==> config.mk <==
export PLATFORM = sky130hd
export DESIGN_NAME = rwr_div
export DESIGN_NICKNAME = d
export VERILOG_FILES = /design/src/hdl/rwr_pkg.sv /design/src/hdl/rwr_div.sv
export SDC_FILE = /design/constraint.sdc
export NUM_CORES = 1
export LEC_CHECK = 0
export BUFFER_PORTS_ARGS = -buffer_cell sky130_fd_sc_hd__buf_2
export CAP_MARGIN = 20
export CORE_MARGIN = 3
export CORE_UTILIZATION = 40
export CTS_CLUSTER_SIZE = 16
export DETAILED_ROUTE_END_ITERATION = 7
export HOLD_SLACK_MARGIN = 0.1
export SYNTH_ARGS = -nofsm -noshare
export SYNTH_HDL_FRONTEND = slang
export SYNTH_SLANG_ARGS = --single-unit
==> constraint.sdc <==
create_clock -name clk -period 2.4 [get_ports clk]
set_input_delay 0.48 -clock clk [delete_from_list [all_inputs] [get_ports clk]]
set_output_delay 0.48 -clock clk [all_outputs]
set_load 0.02 [all_outputs]
==> src/hdl/rwr_pkg.sv <==
// shared types and constants for the random walk with restart engine
// no dependencies
package rwr_pkg;

	localparam int DEF_MAX_NODES = 64;
	localparam int NODE_LIMIT    = 64;

	localparam logic [1:0] KIND_WRITE = 2'd0;
	localparam logic [1:0] KIND_SEED  = 2'd1;
	localparam logic [1:0] KIND_START = 2'd2;

	localparam logic [2:0] REG_ACTIVE_NODES   = 3'd0;
	localparam logic [2:0] REG_RESTART_WEIGHT = 3'd1;
	localparam logic [2:0] REG_WALK_WEIGHT    = 3'd2;
	localparam logic [2:0] REG_STOP_THRESHOLD = 3'd3;
	localparam logic [2:0] REG_ITERATION_CAP  = 3'd4;

	localparam logic [6:0]  RST_ACTIVE_NODES   = 7'd64;
	localparam logic [15:0] RST_RESTART_WEIGHT = 16'd4915;
	localparam logic [15:0] RST_WALK_WEIGHT    = 16'd27853;
	localparam logic [31:0] RST_STOP_THRESHOLD = 32'd10737;
	localparam logic [15:0] RST_ITERATION_CAP  = 16'd1000;

	localparam logic [6:0] SEED_COUNT_MAX = 7'd127;

	typedef struct packed {
		logic [1:0]  kind;
		logic [5:0]  row_index;
		logic [5:0]  col_index;
		logic [15:0] edge_weight;
		logic [5:0]  seed_node;
	} item_t;

	typedef struct packed {
		logic [5:0]  node_index;
		logic [31:0] proximity;
		logic        last_node;
		logic        stop_cause;
		logic [15:0] iterations_used;
	} result_t;

endpackage

==> src/hdl/rwr_div.sv <==
// bit-serial restoring divider: share = floor(2^30 / divisor)
// depends on rwr_pkg
module rwr_div
	import rwr_pkg::*;
(
	input  logic        clk,
	input  logic        arst_n,
	input  logic        start,
	input  logic [6:0]  divisor,
	output logic        done,
	output logic [30:0] quotient
);

	logic [6:0]  rem_q;
	logic [4:0]  step_q;
	logic        busy_q;
	logic [7:0]  trial;
	logic        dbit;

	assign dbit  = (step_q == 5'd30);
	assign trial = {rem_q, dbit};

	always_ff @(posedge clk or negedge arst_n) begin
		if (!arst_n) begin
			busy_q <= 1'b0;
			done   <= 1'b0;
			step_q <= '0;
		end else begin
			done <= 1'b0;
			if (start) begin
				busy_q <= 1'b1;
				step_q <= 5'd30;
			end else if (busy_q) begin
				if (step_q == 5'd0) begin
					busy_q <= 1'b0;
					done   <= 1'b1;
				end else begin
					step_q <= step_q - 5'd1;
				end
			end
		end
	end

	always_ff @(posedge clk) begin
		if (start) begin
			rem_q    <= '0;
			quotient <= '0;
		end else if (busy_q) begin
			if (trial >= {1'b0, divisor}) begin
				rem_q    <= 7'(trial - {1'b0, divisor});
				quotient <= {quotient[29:0], 1'b1};
			end else begin
				rem_q    <= trial[6:0];
				quotient <= {quotient[29:0], 1'b0};
			end
		end
	end

endmodule

==> run metrics <==
DP Wirelength 3030 um; Crit path largest cell delay 0.39 ns; Final #Nets 298; clock skew 0.0100 ns; Static Leak about 1.4 nW; setup TNS 0 ns; critical path type register to register; VDD IR max ~0.00037 V; CP max-delay cell dfrtp_1; synthesis warning total 0; P&R area growth vs syn 19.6%; Placed Cells 338; sequential area share after synthesis 0.413; Storage cell area 937 um2; fill count 509; Non-Filler Instances 348; fin crit period 2.27 ns; pre-CTS setup slack 0.0469 ns; Rel. slew slack 0.665; Die Span X 81.3 um; worst path required time 2.63 ns; final worst setup slack 0.126 ns; flop and latch count out of synthesis 45; cell family with most CP delay adder cells; Post-Syn Area 2270 um2; CTS H-tree depth 2; share of cells above drive strength 1 0.266; first-pass GRT wire length 7260 um; ys async rst share 0.156; pin count of the biggest net entering global routing 29; final period utilization 0.947; library cells used by synthesis 48; detailed router's first-iteration violation count around 120; crit-path max FO 8; Setup violations, final 0; CTS Sinks 45; number of flops mapped to enable cells by yosys 0; Worst-Margin Slew 0.503 ns; total overflow reported by the global router 0; Max Freq 0.440 GHz; die area 6610 um2; TritonCTS Buffers 5; status completed; Final GP Congestion 0.768; CP endpoint kind register; post-synthesis area per instance 9.65 um2; routed len/inst 12.4 um; Final Slew Violations 0; Clock Path Buffers 2; CTS clock-pin slew for the worst setup and hold paths 0.08 ns; row cnt 26; most common cell after layout, fill and taps aside nor2_1; Routed Antenna Nets 0; port bufs 41; clk_lat worst skew 0.29 ns; via count around 1,700; commonest non-fill, non-tap cells in the layout nor2_1 (44), buf_2 (41), dfxtp_1 (38); height of the die 81.3 um; n_diodes 0; critical path data arrival time 2.50 ns; Residual DRC 0; number of global-route vias before repair 1,587; multi-input logic area 1260 um2; Total Wirelength 4310 um; Core ar. 5300 um2; Hold Path Class register to register; Syn Nets 256; Pwr Density just under 700 nW/um2; initial core utilization 0.428; I/O pin count 42; Final Hold Vio Count 0; Buf/Inv on CP 2; crit path cell chain inv_2 > ha_4 > nand4_1 > ha_2 > fa_2 > nand2b_4 > a211o_1 > buf_6 > a31o_1 > o21ai_1; CTS tree built; vias per cell 4.99; root buffer cell clkbuf_8; Cells after Synth 235; router iterations before antenna repair 4; Worst setup SP type register; gr usage total 0.141; RSZ-0062 raised after global routing yes; ys flop type dfxtp_1; max_cap viols 0; initial antenna violation count 0
[per-layer routing]
metal / part of all wire / wire, um / global-route usage
met1: 0.51 / 2210 / 0.194
met2: 0.42 / 1800 / 0.208
met3: 0.060 / 258 / 0.0432
met4: 0.0088 / 38 / 0.0456
met5: 0 / 0 / 0
[worst paths after layout]
check / startpoint / to / slack [ns] / cells past startpoint
worst max-delay path: step_q[0] / rem_q[5] / 0.13 / 10
worst min-delay path: quotient[30] / quotient[30] / 0.50 / 2
worst max register to register: step_q[0] / rem_q[5] / 0.13 / 10
worst min register to register: quotient[30] / quotient[30] / 0.50 / 2
max in group asynchronous: arst_n / busy_q / 1.67 / 2
min in group asynchronous: arst_n / step_q[2] / 0.54 / 2
[Yosys cell counts (2+ instances only)]
| master | number | area, um2 |
|---|---|---|
| a211o_1 | 2 | 17.5 |
| a211oi_1 | 2 | 15.0 |
| a211oi_2 | 2 | 25.0 |
| a21o_1 | 2 | 15.0 |
| a31oi_1 | 4 | 25.0 |
| a41oi_1 | 4 | 35.0 |
| buf_2 | 4 | 20.0 |
| buf_6 | 2 | 22.5 |
| clkbuf_1 | 8 | 30.0 |
| dfrtp_1 | 7 | 175 |
| dfxtp_1 | 38 | 761 |
| ha_1 | 10 | 125 |
| inv_1 | 11 | 41.3 |
| mux2i_1 | 30 | 300 |
| nand2_1 | 8 | 30.0 |
| nand2b_1 | 6 | 37.5 |
| nand3b_1 | 2 | 15.0 |
| nand4_1 | 4 | 25.0 |
| nor2_1 | 44 | 165 |
| nor2b_1 | 3 | 18.8 |
| nor3b_1 | 5 | 37.5 |
| o21ai_1 | 2 | 10.0 |
| o21bai_1 | 2 | 15.0 |
| o31ai_2 | 2 | 25.0 |
| or2_1 | 3 | 18.8 |
| or4b_1 | 2 | 20.0 |
| xnor2_1 | 2 | 17.5 |
| xor2_1 | 4 | 35.0 |
[worst register-to-register path: stages, from the launching register on]
cell	delay, ns
dfrtp_1	0.39
inv_2	0.09
ha_4	0.13
nand4_1	0.12
ha_2	0.21
fa_2	0.35
nand2b_4	0.15
a211o_1	0.28
buf_6	0.15
a31o_1	0.22
o21ai_1	0.13
[state kept, by name, summed over array words and instances, names as in the netlist]
register	flops
rem_q	7
quotient	31
busy_q	1
step_q	5
done	1
[logic make-up (layout without fill, tap and decap cells)]
group,Yosys count,count (layout),synth area share
XOR/XNOR,6,6,0.0232
AND/OR/NAND/NOR,84,84,0.184
AO/OA/AOI/OAI,33,33,0.130
multiplexers,30,30,0.132
buffers and inverters,26,69,0.0535
flip-flops,45,45,0.413
adder cells (fa/ha/maj),11,11,0.0640
[what timing repair did]
| item | 4_1_cts | 5_1_grt |
|---|---|---|
| hold buffers | 1 | 0 |
| gates resized for setup | 0 | 8 |
| buffers inserted | 0 | 1 |
| setup endpoints to repair | 0 | 7 |
| endpoints found under the hold margin | 7 | 0 |
[power breakdown]
| part | switching [W] | total (W) | internal (W) |
|---|---|---|---|
| combinational | 0.000280 | 0.000526 | 0.000246 |
| sequential | 0.0000467 | 0.000844 | 0.000797 |
| clock | 0.000248 | 0.000519 | 0.000271 |
| total | 0.000574 | 0.00189 | 0.00131 |
[cell type report]
| cell class | instances | share of cell area |
|---|---|---|
| clock buffers | 7 | 0.0360 |
| flip-flops and latches | 45 | 0.345 |
| clock inverters | 1 | 0.00323 |
| inverters | 11 | 0.0152 |
| repair buffers | 50 | 0.103 |
| multi-input cells | 164 | 0.465 |
| well taps | 70 | 0.0323 |
[metrics by stage]
stage / hold slack [ns] / util / power, W / instance area, um2
after global routing: 0.550 / 0.512 / 0.00202 / 2710
after floorplan: 0.184 / - / 0.00126 / 2280
after detailed placement: 0.326 / 0.480 / 0.00136 / 2550
final: 0.505 / 0.512 / 0.00189 / 2710
after global placement: 0.325 / 0.480 / 0.00137 / 2550
after CTS: 0.511 / 0.502 / 0.00189 / 2660
Power figures use the tool's default switching activity.
